**src/sv/owdm_pkg.sv**
```systemverilog
// ----------------------------------------------------------------------------
// Omni wheel drive mixer package
// Shared widths, register indexes and the wheel projection coefficients.
// ----------------------------------------------------------------------------
package owdm_pkg;

    // Field and datapath widths.
    localparam int IN_W        = 16;   // Q7.8 command fields
    localparam int SQ_W        = 31;   // square of a 16-bit signed value
    localparam int RAD_W       = 32;   // sum of two squares
    localparam int ROOT_W      = 16;   // integer square root
    localparam int REM_W       = 20;   // root remainder
    localparam int ROOT_STAGES = 4;    // pipeline stages of the root
    localparam int ROOT_STEPS  = 4;    // root digits resolved per stage
    localparam int SECT_W      = 3;    // sector index 0..6, 3 means zero angle
    localparam int COEF_W      = 24;   // signed projection coefficient times 40
    localparam int COEF_MAG_W  = 23;
    localparam int PROD_W      = ROOT_W + COEF_MAG_W;
    localparam int PROJ_SHIFT  = 25;   // Q0.32 coefficient over 2^15, then 2^40
    localparam int PROJ_W      = PROD_W - PROJ_SHIFT;
    localparam int SUM_W       = 24;   // projection times 256 plus turn term
    localparam int DUTY_W      = 16;
    localparam int OFFSET_W    = 12;
    localparam int WHEELS      = 3;
    localparam int WHEEL_W     = 2;

    // Configuration port.
    localparam int CFG_IDX_W   = 1;
    localparam int CFG_DATA_W  = 16;
    localparam logic [CFG_IDX_W-1:0] CFG_BREAKAWAY  = 1'd0;
    localparam logic [CFG_IDX_W-1:0] CFG_DUTY_LIMIT = 1'd1;
    localparam logic [OFFSET_W-1:0]  BREAKAWAY_RST  = 12'd750;
    localparam logic [DUTY_W-1:0]    DUTY_LIMIT_RST = 16'd3000;

    // Sector index of the zero angle; sectors run from -3 to 3 around it.
    localparam logic [SECT_W-1:0] SECT_ZERO = 3'd3;

    // Wheel 2 takes the turn term negated; wheels 2 and 3 are mounted inverted.
    localparam logic [WHEELS-1:0] TURN_NEG_MASK = 3'b010;
    localparam logic [WHEELS-1:0] INVERT_MASK   = 3'b110;

    // Coefficient magnitudes: (cos * wx + sin * wy) / 2^15, times the wheel gain 40.
    localparam logic signed [COEF_W-1:0] COEF_A = 24'sd4540320;
    localparam logic signed [COEF_W-1:0] COEF_B = 24'sd4540400;
    localparam logic signed [COEF_W-1:0] COEF_C = 24'sd80;
    localparam logic signed [COEF_W-1:0] COEF_D = 24'sd4540480;

    typedef struct packed {
        logic [RAD_W-1:0]  rad;
        logic [REM_W-1:0]  rem;
        logic [ROOT_W-1:0] root;
    } root_state_t;

    function automatic logic signed [COEF_W-1:0] coef_of(
        input logic [SECT_W-1:0]  sect,
        input logic [WHEEL_W-1:0] wheel
    );
        logic signed [COEF_W-1:0] c1;
        logic signed [COEF_W-1:0] c2;
        logic signed [COEF_W-1:0] c3;
        logic signed [COEF_W-1:0] sel;
        case (sect)
            3'd0:    begin c1 =  COEF_A; c2 =  COEF_A; c3 = '0;      end
            3'd1:    begin c1 =  COEF_B; c2 = -COEF_C; c3 = -COEF_D; end
            3'd2:    begin c1 =  COEF_C; c2 = -COEF_B; c3 = -COEF_D; end
            3'd3:    begin c1 = -COEF_A; c2 = -COEF_A; c3 = '0;      end
            3'd4:    begin c1 = -COEF_B; c2 =  COEF_C; c3 =  COEF_D; end
            3'd5:    begin c1 = -COEF_C; c2 =  COEF_B; c3 =  COEF_D; end
            3'd6:    begin c1 =  COEF_A; c2 =  COEF_A; c3 = '0;      end
            default: begin c1 = '0;      c2 = '0;      c3 = '0;      end
        endcase
        case (wheel)
            2'd0:    sel = c1;
            2'd1:    sel = c2;
            2'd2:    sel = c3;
            default: sel = '0;
        endcase
        return sel;
    endfunction

endpackage

```
**src/sv/omni_wheel_drive_mixer.sv**
```systemverilog
// ----------------------------------------------------------------------------
// Omni wheel drive mixer
// Three-wheel omni drive inverse kinematics from a velocity request to
// forward and reverse PWM duties for each wheel.
// ----------------------------------------------------------------------------
// Throughput: one request per cycle; the square root is split over four
// stages of four digits each, and every other step has a stage of its own.
// A stall at the output holds only the stages that are full; bubbles close up.
// Reset clears every valid bit and loads breakaway_offset = 750 and
// duty_limit = 3000; no other register is reset and there is no clearing pass.
// ----------------------------------------------------------------------------
module omni_wheel_drive_mixer
    import owdm_pkg::*;
(
    input  logic                  clk,
    input  logic                  rst_n,

    // Configuration writes.
    input  logic                  cfg_valid,
    output logic                  cfg_ready,
    input  logic [CFG_IDX_W-1:0]  cfg_index,
    input  logic [CFG_DATA_W-1:0] cfg_data,

    // Velocity request.
    input  logic                  cmd_valid,
    output logic                  cmd_ready,
    input  logic signed [IN_W-1:0] vel_x,
    input  logic signed [IN_W-1:0] vel_y,
    input  logic signed [IN_W-1:0] turn_rate,

    // Duty result.
    output logic                  duty_valid,
    input  logic                  duty_ready,
    output logic [DUTY_W-1:0]     wheel1_fwd_duty,
    output logic [DUTY_W-1:0]     wheel1_rev_duty,
    output logic [DUTY_W-1:0]     wheel2_fwd_duty,
    output logic [DUTY_W-1:0]     wheel2_rev_duty,
    output logic [DUTY_W-1:0]     wheel3_fwd_duty,
    output logic [DUTY_W-1:0]     wheel3_rev_duty
);

    // Stage map. Stage 0 squares the inputs, stage 1 sums them and picks the
    // sector, stages 2 to 5 take the root, stage 6 multiplies by the wheel
    // coefficients, stage 7 adds the turn term, stage 8 truncates and adds the
    // breakaway offset, and stage 9 clamps and holds the result for the output.
    localparam int NUM_STAGES = 10;
    localparam int S_SQUARE   = 0;
    localparam int S_SECTOR   = 1;
    localparam int S_ROOT     = 2;
    localparam int S_MULT     = S_ROOT + ROOT_STAGES;
    localparam int S_TURN     = S_MULT + 1;
    localparam int S_DRIVE    = S_TURN + 1;
    localparam int S_CLAMP    = S_DRIVE + 1;

    // ------------------------------------------------------------------------
    // Configuration registers. Writes are to arrive only while the block is idle,
    // which binds the user and is not enforced; the datapath reads them directly.
    // ------------------------------------------------------------------------
    logic [OFFSET_W-1:0] breakaway_reg;
    logic [OFFSET_W-1:0] breakaway_next;
    logic [DUTY_W-1:0]   duty_limit_reg;
    logic [DUTY_W-1:0]   duty_limit_next;

    assign cfg_ready = 1'b1;

    always_comb
    begin
        breakaway_next  = breakaway_reg;
        duty_limit_next = duty_limit_reg;
        if (cfg_valid)
        begin
            case (cfg_index)
                CFG_BREAKAWAY:  breakaway_next  = cfg_data[OFFSET_W-1:0];
                CFG_DUTY_LIMIT: duty_limit_next = cfg_data;
                default:        ;
            endcase
        end
    end

    always_ff @(posedge clk or negedge rst_n)
    begin
        if (!rst_n)
        begin
            breakaway_reg  <= BREAKAWAY_RST;
            duty_limit_reg <= DUTY_LIMIT_RST;
        end
        else
        begin
            breakaway_reg  <= breakaway_next;
            duty_limit_reg <= duty_limit_next;
        end
    end

    // ------------------------------------------------------------------------
    // Pipeline flow control. A stage loads when it is empty or when the stage
    // after it moves on, so a stall at the output only holds full stages.
    // ------------------------------------------------------------------------
    logic [NUM_STAGES-1:0] valid_reg;
    logic [NUM_STAGES-1:0] valid_next;
    logic [NUM_STAGES-1:0] stage_ready;

    always_comb
    begin
        stage_ready[NUM_STAGES-1] = ~valid_reg[NUM_STAGES-1] | duty_ready;
        for (int s = NUM_STAGES - 2; s >= 0; s--)
        begin
            stage_ready[s] = ~valid_reg[s] | stage_ready[s+1];
        end
    end

    always_comb
    begin
        valid_next = valid_reg;
        if (stage_ready[0])
        begin
            valid_next[0] = cmd_valid;
        end
        for (int s = 1; s < NUM_STAGES; s++)
        begin
            if (stage_ready[s])
            begin
                valid_next[s] = valid_reg[s-1];
            end
        end
    end

    always_ff @(posedge clk or negedge rst_n)
    begin
        if (!rst_n)
        begin
            valid_reg <= '0;
        end
        else
        begin
            valid_reg <= valid_next;
        end
    end

    assign cmd_ready  = stage_ready[0];
    assign duty_valid = valid_reg[NUM_STAGES-1];

    // ------------------------------------------------------------------------
    // Stage 0: squares and sign flags.
    // ------------------------------------------------------------------------
    logic [SQ_W-1:0]        xsq_reg;
    logic [SQ_W-1:0]        ysq_reg;
    logic                   x_neg_reg;
    logic                   x_zero_reg;
    logic                   y_neg_reg;
    logic                   y_zero_reg;
    logic signed [IN_W-1:0] turn0_reg;
    logic signed [2*IN_W-1:0] xsq_full;
    logic signed [2*IN_W-1:0] ysq_full;

    assign xsq_full = vel_x * vel_x;
    assign ysq_full = vel_y * vel_y;

    always_ff @(posedge clk)
    begin
        if (stage_ready[S_SQUARE])
        begin
            xsq_reg    <= xsq_full[SQ_W-1:0];
            ysq_reg    <= ysq_full[SQ_W-1:0];
            x_neg_reg  <= vel_x[IN_W-1];
            x_zero_reg <= (vel_x == '0);
            y_neg_reg  <= vel_y[IN_W-1];
            y_zero_reg <= (vel_y == '0);
            turn0_reg  <= turn_rate;
        end
    end

    // ------------------------------------------------------------------------
    // Stage 1: radicand and sector. The sector boundary at 30 degrees off an
    // axis is the exact test 3*y^2 against x^2; a tie goes away from zero angle.
    // ------------------------------------------------------------------------
    logic [RAD_W-1:0]       rad_reg;
    logic [SECT_W-1:0]      sect1_reg;
    logic signed [IN_W-1:0] turn1_reg;
    logic [RAD_W-1:0]       rad_next;
    logic [SECT_W-1:0]      sect_next;
    logic [RAD_W-1:0]       y3;
    logic [RAD_W-1:0]       x2;
    logic [1:0]             kmag;

    always_comb
    begin
        y3       = {ysq_reg, 1'b0} + {1'b0, ysq_reg};
        x2       = {1'b0, xsq_reg};
        rad_next = {1'b0, xsq_reg} + {1'b0, ysq_reg};
        if (x_zero_reg && y_zero_reg)
        begin
            kmag = 2'd0;
        end
        else if (!x_neg_reg && !x_zero_reg)
        begin
            kmag = (y3 >= x2) ? 2'd1 : 2'd0;
        end
        else if (x_zero_reg)
        begin
            kmag = 2'd2;
        end
        else
        begin
            kmag = (y3 > x2) ? 2'd2 : 2'd3;
        end
        sect_next = y_neg_reg ? (SECT_ZERO - {1'b0, kmag}) : (SECT_ZERO + {1'b0, kmag});
    end

    always_ff @(posedge clk)
    begin
        if (stage_ready[S_SECTOR])
        begin
            rad_reg   <= rad_next;
            sect1_reg <= sect_next;
            turn1_reg <= turn0_reg;
        end
    end

    // ------------------------------------------------------------------------
    // Stages 2 to 5: integer square root, four digits per stage.
    // ------------------------------------------------------------------------
    root_state_t            root_reg  [ROOT_STAGES];
    root_state_t            root_comb [ROOT_STAGES];
    root_state_t            root_in   [ROOT_STAGES];
    logic [SECT_W-1:0]      sect_pipe [ROOT_STAGES];
    logic signed [IN_W-1:0] turn_pipe [ROOT_STAGES];

    genvar r;
    generate
        for (r = 0; r < ROOT_STAGES; r++)
        begin : g_root
            if (r == 0)
            begin : g_first
                assign root_in[r] = '{rad: rad_reg, rem: '0, root: '0};
            end
            else
            begin : g_next
                assign root_in[r] = root_reg[r-1];
            end

            owdm_root_stage u_root_stage (
                .state_in  (root_in[r]),
                .state_out (root_comb[r])
            );

            always_ff @(posedge clk)
            begin
                if (stage_ready[S_ROOT + r])
                begin
                    root_reg[r]  <= root_comb[r];
                    sect_pipe[r] <= (r == 0) ? sect1_reg : sect_pipe[(r == 0) ? 0 : r - 1];
                    turn_pipe[r] <= (r == 0) ? turn1_reg : turn_pipe[(r == 0) ? 0 : r - 1];
                end
            end
        end
    endgenerate

    // ------------------------------------------------------------------------
    // Stage 6: magnitude times each wheel's coefficient. The coefficient sign
    // is carried apart so the later shift truncates toward zero.
    // ------------------------------------------------------------------------
    logic [PROD_W-1:0]      prod_reg     [WHEELS];
    logic [WHEELS-1:0]      coef_neg_reg;
    logic signed [IN_W-1:0] turn6_reg;
    logic [PROD_W-1:0]      prod_next    [WHEELS];
    logic [WHEELS-1:0]      coef_neg_next;

    always_comb
    begin
        logic signed [COEF_W-1:0] coef;
        logic [COEF_W-1:0]        coef_abs;
        for (int w = 0; w < WHEELS; w++)
        begin
            coef             = coef_of(sect_pipe[ROOT_STAGES-1], WHEEL_W'(w));
            coef_neg_next[w] = coef[COEF_W-1];
            coef_abs         = coef[COEF_W-1] ? COEF_W'(-coef) : COEF_W'(coef);
            prod_next[w]     = root_reg[ROOT_STAGES-1].root * coef_abs[COEF_MAG_W-1:0];
        end
    end

    always_ff @(posedge clk)
    begin
        if (stage_ready[S_MULT])
        begin
            prod_reg     <= prod_next;
            coef_neg_reg <= coef_neg_next;
            turn6_reg    <= turn_pipe[ROOT_STAGES-1];
        end
    end

    // ------------------------------------------------------------------------
    // Stage 7: projection times 256 plus or minus turn_rate * 40.
    // ------------------------------------------------------------------------
    logic signed [SUM_W-1:0] sum_reg  [WHEELS];
    logic signed [SUM_W-1:0] sum_next [WHEELS];

    always_comb
    begin
        logic signed [SUM_W-1:0] turn_ext;
        logic signed [SUM_W-1:0] turn40;
        logic signed [SUM_W-1:0] proj;
        turn_ext = {{(SUM_W-IN_W){turn6_reg[IN_W-1]}}, turn6_reg};
        turn40   = (turn_ext <<< 5) + (turn_ext <<< 3);
        for (int w = 0; w < WHEELS; w++)
        begin
            proj = $signed({{(SUM_W-PROJ_W){1'b0}}, prod_reg[w][PROD_W-1:PROJ_SHIFT]});
            if (coef_neg_reg[w])
            begin
                proj = -proj;
            end
            sum_next[w] = TURN_NEG_MASK[w] ? ((proj <<< 8) - turn40)
                                           : ((proj <<< 8) + turn40);
        end
    end

    always_ff @(posedge clk)
    begin
        if (stage_ready[S_TURN])
        begin
            sum_reg <= sum_next;
        end
    end

    // ------------------------------------------------------------------------
    // Stage 8: divide by 256 toward zero, add the breakaway offset to a
    // nonzero drive, and fold in the wheel inversion as a direction bit.
    // ------------------------------------------------------------------------
    logic [DUTY_W-1:0] mag_reg   [WHEELS];
    logic [WHEELS-1:0] dir_neg_reg;
    logic [DUTY_W-1:0] mag_next  [WHEELS];
    logic [WHEELS-1:0] dir_neg_next;

    always_comb
    begin
        logic [SUM_W-1:0]  sum_abs;
        logic [DUTY_W-1:0] quot;
        for (int w = 0; w < WHEELS; w++)
        begin
            sum_abs         = sum_reg[w][SUM_W-1] ? SUM_W'(-sum_reg[w]) : SUM_W'(sum_reg[w]);
            quot            = sum_abs[SUM_W-1:8];
            mag_next[w]     = (quot == '0) ? '0
                                           : quot + {{(DUTY_W-OFFSET_W){1'b0}}, breakaway_reg};
            dir_neg_next[w] = sum_reg[w][SUM_W-1] ^ INVERT_MASK[w];
        end
    end

    always_ff @(posedge clk)
    begin
        if (stage_ready[S_DRIVE])
        begin
            mag_reg     <= mag_next;
            dir_neg_reg <= dir_neg_next;
        end
    end

    // ------------------------------------------------------------------------
    // Stage 9: clamp at duty_limit and split into forward and reverse duties.
    // This is the output register.
    // ------------------------------------------------------------------------
    logic [DUTY_W-1:0] fwd_reg  [WHEELS];
    logic [DUTY_W-1:0] rev_reg  [WHEELS];
    logic [DUTY_W-1:0] fwd_next [WHEELS];
    logic [DUTY_W-1:0] rev_next [WHEELS];

    always_comb
    begin
        logic [DUTY_W-1:0] capped;
        for (int w = 0; w < WHEELS; w++)
        begin
            capped      = (mag_reg[w] > duty_limit_reg) ? duty_limit_reg : mag_reg[w];
            fwd_next[w] = dir_neg_reg[w] ? '0 : capped;
            rev_next[w] = dir_neg_reg[w] ? capped : '0;
        end
    end

    always_ff @(posedge clk)
    begin
        if (stage_ready[S_CLAMP])
        begin
            fwd_reg <= fwd_next;
            rev_reg <= rev_next;
        end
    end

    assign wheel1_fwd_duty = fwd_reg[0];
    assign wheel1_rev_duty = rev_reg[0];
    assign wheel2_fwd_duty = fwd_reg[1];
    assign wheel2_rev_duty = rev_reg[1];
    assign wheel3_fwd_duty = fwd_reg[2];
    assign wheel3_rev_duty = rev_reg[2];

    // ------------------------------------------------------------------------
    // Assertions.
    // ------------------------------------------------------------------------

    // An accepted request always lands in the first stage.
    a_accept_enters: assert property (@(posedge clk) disable iff (!rst_n)
        (cmd_valid && cmd_ready) |=> valid_reg[S_SQUARE])
        else $error("accepted request did not enter the pipeline");

    // A full stage that cannot move on keeps its request.
    a_stall_holds: assert property (@(posedge clk) disable iff (!rst_n)
        (valid_reg[S_DRIVE] && !stage_ready[S_CLAMP]) |=> valid_reg[S_DRIVE])
        else $error("stalled request lost before the output stage");

    // Only one side of each wheel's bridge is driven.
    a_one_side: assert property (@(posedge clk) disable iff (!rst_n)
        duty_valid |-> ((wheel1_fwd_duty == '0 || wheel1_rev_duty == '0)
                     && (wheel2_fwd_duty == '0 || wheel2_rev_duty == '0)
                     && (wheel3_fwd_duty == '0 || wheel3_rev_duty == '0)))
        else $error("both duties of one wheel are nonzero");

    // Every duty respects the saturation ceiling.
    a_duty_limit: assert property (@(posedge clk) disable iff (!rst_n)
        duty_valid |-> (wheel1_fwd_duty <= duty_limit_reg && wheel1_rev_duty <= duty_limit_reg
                     && wheel2_fwd_duty <= duty_limit_reg && wheel2_rev_duty <= duty_limit_reg
                     && wheel3_fwd_duty <= duty_limit_reg && wheel3_rev_duty <= duty_limit_reg))
        else $error("duty above duty_limit");

endmodule

```
**src/sv/owdm_root_stage.sv**
```systemverilog
// ----------------------------------------------------------------------------
// Omni wheel drive mixer root stage
// Resolves a few digits of the restoring integer square root.
// ----------------------------------------------------------------------------
module owdm_root_stage
    import owdm_pkg::*;
(
    input  root_state_t state_in,
    output root_state_t state_out
);

    always_comb
    begin
        root_state_t      st;
        logic [REM_W-1:0] rem_sh;
        logic [REM_W-1:0] trial;
        st = state_in;
        for (int i = 0; i < ROOT_STEPS; i++)
        begin
            // Bring down the next two radicand bits and try the next root bit.
            rem_sh = {st.rem[REM_W-3:0], st.rad[RAD_W-1 -: 2]};
            st.rad = {st.rad[RAD_W-3:0], 2'b00};
            trial  = {{(REM_W-ROOT_W-2){1'b0}}, st.root, 2'b01};
            if (rem_sh >= trial)
            begin
                st.rem  = rem_sh - trial;
                st.root = {st.root[ROOT_W-2:0], 1'b1};
            end
            else
            begin
                st.rem  = rem_sh;
                st.root = {st.root[ROOT_W-2:0], 1'b0};
            end
        end
        state_out = st;
    end

endmodule

```
**config.mk**
```make
export PLATFORM = sky130hd
export DESIGN_NAME = omni_wheel_drive_mixer
export DESIGN_NICKNAME = d
export VERILOG_FILES = /design/src/sv/owdm_pkg.sv /design/src/sv/omni_wheel_drive_mixer.sv /design/src/sv/owdm_root_stage.sv
export SDC_FILE = /design/constraint.sdc
export NUM_CORES = 2
export LEC_CHECK = 0
export ABC_AREA = 0
export BUFFER_PORTS_ARGS = -buffer_cell sky130_fd_sc_hd__buf_4
export CAP_MARGIN = 20
export CORE_MARGIN = 5
export CORE_UTILIZATION = 40
export CTS_CLUSTER_SIZE = 24
export DETAILED_ROUTE_END_ITERATION = 10
export PLACE_DENSITY = 0.61
export RECOVER_POWER = 25
export SETUP_SLACK_MARGIN = 0.4
export SKIP_CTS_REPAIR_TIMING = 1
export SLEW_MARGIN = 10
export SYNTH_ARGS = -nofsm -noshare
export SYNTH_HDL_FRONTEND = slang
export SYNTH_SLANG_ARGS = --single-unit
```
**constraint.sdc**
```tcl
create_clock -name clk -period 34.2 [get_ports clk]
set_clock_uncertainty 0.2 [all_clocks]
set_input_delay 6.84 -clock clk [delete_from_list [all_inputs] [get_ports clk]]
set_output_delay 6.84 -clock clk [all_outputs]
set_load 0.02 [all_outputs]
```
Yosys cells after proc, flatten, opt, wreduce, memory -nomap -nowiden
Memory sizes are Yosys's and may differ from the RTL's. A register that Yosys moved wholly into a read port is not among the register bits.
Cells that the tools add are included.
{ "totals": {"regBits": 510, "ramBits": 316, "inputBits": 70, "out_inout_bits": 99, "n_memories": 3} }
{ "classes": {"addsub": 36, "mul": 5, "order_cmp": 21, "eq_ne": 6, "n_mux": 45, "bitwise_logic": 23, "n_reduce_logical": 15} }
{ "mem_list": {"columns": ["name", "depth", "width", "rd", "rd_clocked_by_memory_dff", "wr", "line_no", "source"], "rows": [
  ["root_reg", 4, 60, 4, 0, 4, "omni_wheel_drive_mixer.sv:222", "root_state_t root_reg [ROOT_STAGES];"],
  ["turn_pipe", 4, 16, 4, 1, 4, "omni_wheel_drive_mixer.sv:226", "logic signed [IN_W-1:0] turn_pipe [ROOT_STAGES];"],
  ["sect_pipe", 4, 3, 4, 0, 4, "omni_wheel_drive_mixer.sv:225", "logic [SECT_W-1:0] sect_pipe [ROOT_STAGES];"]
]} }
{ "ops": {"columns": ["operator", "count"], "rows": [
  ["$mux 34", 12],
  ["$ge 20x18->1", 15],
  ["$pmux 24 s6", 2],
  ["$sub 18x18->18", 11],
  ["$mux 36", 4],
  ["$mul 16x23->39", 3],
  ["$mux 16", 6],
  ["$logic_not 16->1", 5],
  ["$sub 20x18->20", 4],
  ["$mux 24", 3],
  ["$neg 24->24", 3],
  ["$mux 23", 3],
  ["$neg 23->23", 3],
  ["$mul 16x16->31", 2],
  ["$add 16x12->16", 3],
  ["$add 24x22->24", 2],
  ["$gt 16x16->1", 3],
  ["$neg 14->16", 3],
  ["$pmux 24 s2", 1],
  ["$add 31x31->32", 1],
  ["$add 32x31->32", 1],
  ["$ge 32x31->1", 1],
  ["$gt 32x31->1", 1],
  ["$sub 24x22->24", 1],
  ["18 further kinds", 58]
]} }

Logic depth before layout (Yosys ltp)
{ "depth": {"depth_word": 11, "mapped_depth": 54} }

Modules after synthesis
Synthesis repeated with hierarchy kept, for this count alone.
{ "unflattened": {"cells_unflattened": 9561, "hier_area_um2": 93129.3} }
{ "by_module_without_submodules": {"columns": ["module", "instances", "cells_each", "area_each_um2"], "rows": [
  ["omni_wheel_drive_mixer", 1, 6781, 74551.5],
  ["owdm_root_stage", 4, 695, 4644.5]
]} }

Least setup slack after synthesis
Ideal clock, no wire load.
{ "synth_timing": {"kind": "input to output", "startpoint": "input duty_ready", "endpoint": "output cmd_ready", "arrival_ns": 13.622, "required_time_ns": 27.160, "setup_slack_ns": 13.538, "stages": 6, "path_cell_list": "nor2b_1 -> nand3_1 -> nor2_1 -> nand3_1 -> nor2_1 -> nand4_1"} }
{ "synth_via": {"elab_chain_cells": 10} }
{ "synth_lines": {"columns": ["element", "line_no", "source"], "rows": [
  ["start: declaration", "omni_wheel_drive_mixer.sv:33", "input logic duty_ready,"],
  ["$or 1x1->1", "omni_wheel_drive_mixer.sv:104", "stage_ready[NUM_STAGES-1] = ~valid_reg[NUM_STAGES-1] | duty_ready;"],
  ["$or 1x1->1 (2 in a row)", "omni_wheel_drive_mixer.sv:107", "stage_ready[s] = ~valid_reg[s] | stage_ready[s+1];"],
  ["named net stage_ready[7]", "omni_wheel_drive_mixer.sv:100", "logic [NUM_STAGES-1:0] stage_ready;"],
  ["$or 1x1->1 (3 in a row)", "omni_wheel_drive_mixer.sv:107", null],
  ["named net stage_ready[4]", "omni_wheel_drive_mixer.sv:100", null],
  ["$or 1x1->1 (4 in a row)", "omni_wheel_drive_mixer.sv:107", null],
  ["end: declaration", "omni_wheel_drive_mixer.sv:26", "output logic cmd_ready,"]
]} }
The timed path passes the listed nets, and every way through them passes these cells.

Worst setup path after layout
Same ends and word-level chain as after synthesis.

==> results_dict.tcl <==
set metrics [dict create \
    setup_viol 0 \
    wl_microns 186700 \
    drv_slew 0 \
    cp_max_fo 59 \
    run_status "complete, no violations" \
    nNetsFinal 10540 \
    worstPathArrival_ns 10.10 \
    fp.dieW_microns 462.3 \
    drive_above_1_share_pct 5.478 \
    hold_class "register to register" \
    clk_latency_ns 0.69 \
    ys_seq_area_share_pct 23.71 \
    num_rows 166 \
    route.met2.wl_microns 96860 \
    slew_headroom_pct 29.17 \
    antenna_found_initial 4 \
    vias_per_cell 5.016 \
    critPathKind "primary input to output port" \
    min_period_over_period_pct 50.12 \
    hold-path-cell-count 0 \
    holdWs_ns 0.1878 \
    first_pass_iters 5 \
    cts.sinks 652 \
    initialDrtViolationCount 2602 \
    cts.htree.levels 3 \
    crit_path_start_kind "primary input" \
    top_layer_used "met4" \
    worstPathRequired_ns 27.16 \
    netlist_area_sq_um 81840 \
    grt_pass1_vias 59710 \
    gp_congestion 0.8814 \
    grt.overflow.total 0 \
    io_pins 169 \
    min_to "turn1_reg[0]" \
    synth-compound-area-share_pct 9.175 \
    yosys_warnings 0 \
    dp.cells 11110 \
    async_reset_ff_share_pct 5.828 \
    fin_cells 11250 \
    ys_ff_latch 652 \
    post-dp-hpwl_microns 154000 \
    synthCells 8197 \
    grt_pass1_wl_microns 309500 \
    ant_nets 0 \
    die_y_microns 462.3 \
    grt_use_total_pct 17.60 \
    dieArea_sq_um 213700 \
    clock_path_buffers 3 \
    min_from "turn0_reg[0]" \
    wire_per_inst_microns 16.59 \
    end_kind "output port" \
    syn2layout_area_growth_pct 9.279 \
    layout_commonest_cell "inv_1" \
    start_util_pct 40.08 \
    grt_max_degree 84 \
    syn_area_per_cell_sq_um 9.984 \
    fmax_mhz 58.34 \
    synth_mux_area_share_pct 1.252 \
    synth_adder_area_share_pct 40.19 \
    synth_xor_area_share_pct 5.180 \
    reg2reg_from "root_reg[2][3]" \
    rrSetupSlack_ns 21.43 \
    synth_top_family_by_area "adder cells" \
    grt_setup_unrepaired "false" \
    utilization_pct 43.80 \
    ys.flop_type "edfxtp_1" \
    r2r_cells 47 \
    synth_edf_count 614 \
    coreArea_sq_um 204200 \
    numCtsBuffers 72 \
    min_period_ns 17.14 \
    maxCapViolCount 0 \
    cts_tree "done" \
    regToRegEndpoint "root_reg[3][0]" \
    wl_met1_microns 78030 \
    largest_register_ffs 142 \
    final_cell_mix "inv_1 (1599), fa_1 (1098), ha_1 (872)" \
    num_vias 56440 \
    hold_violations 0 \
    drcViolationCount 0 \
    yosys.area_share.simple_pct 12.20 \
    path_clk_slew_ns 0.06 \
    root_buffer "clkbuf_16" \
    finalSetupTns_ns 0 \
    ys_types 104 \
    place.port_buffers 167 \
    max_slew.worst_pin.slew_ns 1.054 \
    dr_wl_met3_microns 7446 \
]
stage by stage:
stage / instance area, sq um / setup WS [ns]
detailed placement: 86880 / 16.92
global placement: 86870 / 16.97
global route: 89420 / 16.75
CTS: 89430 / 16.91
finish: 89430 / 17.06
floorplan: 82610 / 13.54
critical path, cell delays in order:
cell,delay [ns]
buf_4,0.11
nor2b_1,0.35
nand3_2,0.11
buf_4,0.35
nor2_1,0.34
nand3_2,0.11
buf_4,0.34
nor2_1,0.48
nand4_1,0.64
buf_4,0.40
worst max-delay path by stage:
| stage | start | to | slack [ns] | cells past startpoint |
|---|---|---|---|---|
| final | duty_ready | cmd_ready | 17.06 | 10 |
| after global routing | duty_ready | cmd_ready | 16.75 | 10 |
| after CTS | duty_ready | cmd_ready | 16.91 | 10 |
| after detailed placement | duty_ready | cmd_ready | 16.92 | 10 |
| after global placement | duty_ready | cmd_ready | 16.97 | 10 |
| after floorplan | duty_ready | cmd_ready | 13.54 | 6 |
layer usage:
metal	vias up	global-route usage, %
li1	27240	-
met1	27910	22.10
met2	1056	32.38
met3	236	2.180
met4	0	3.795
met5	-	0
layout make-up:
| class | instances | area (sq um) |
|---|---|---|
| Antenna cell | 4 | 10.01 |
| Clock buffer | 80 | 1863 |
| Clock inverter | 51 | 689.4 |
| Fill cell | 19480 | 114700 |
| Inverter | 1611 | 6048 |
| Multi-Input combinational cell | 5948 | 56440 |
| Sequential cell | 652 | 19410 |
| Tap cell | 2688 | 3363 |
| Timing Repair Buffer | 219 | 1615 |
kinds of logic after synthesis:
family | count (synthesis)
compound gates | 1169
xor+xnor | 484
fa+ha+maj | 1970
buf+inv | 1801
flops | 652
mux | 96
other cells | 2
simple gates | 2023
cells in the mapped netlist (40+ instances only):
cell type / instances / area, sq um
a21o_1: 119 / 893.4
a21oi_1: 369 / 1847
a31oi_1: 44 / 275.3
and2_1: 237 / 1483
and3_1: 53 / 331.6
clkbuf_1: 174 / 653.1
edfxtp_1: 614 / 18440
fa_1: 1098 / 21980
ha_1: 872 / 10910
inv_1: 1602 / 6013
mux2_2: 49 / 551.8
mux2i_1: 45 / 450.4
nand2_1: 649 / 2436
nand2b_1: 79 / 494.2
nand3_1: 113 / 565.5
nand4_1: 40 / 250.2
nor2_1: 418 / 1569
nor2b_1: 130 / 813.3
nor3_1: 107 / 535.5
o21a_1: 54 / 405.4
o21ai_0: 209 / 1046
o21bai_1: 86 / 645.6
o31ai_1: 45 / 337.8
xnor2_1: 370 / 3241
xor2_1: 114 / 998.5
Power is not shown: default switching activity piles up to over one toggle a cycle in this logic, so the estimate is an artifact.
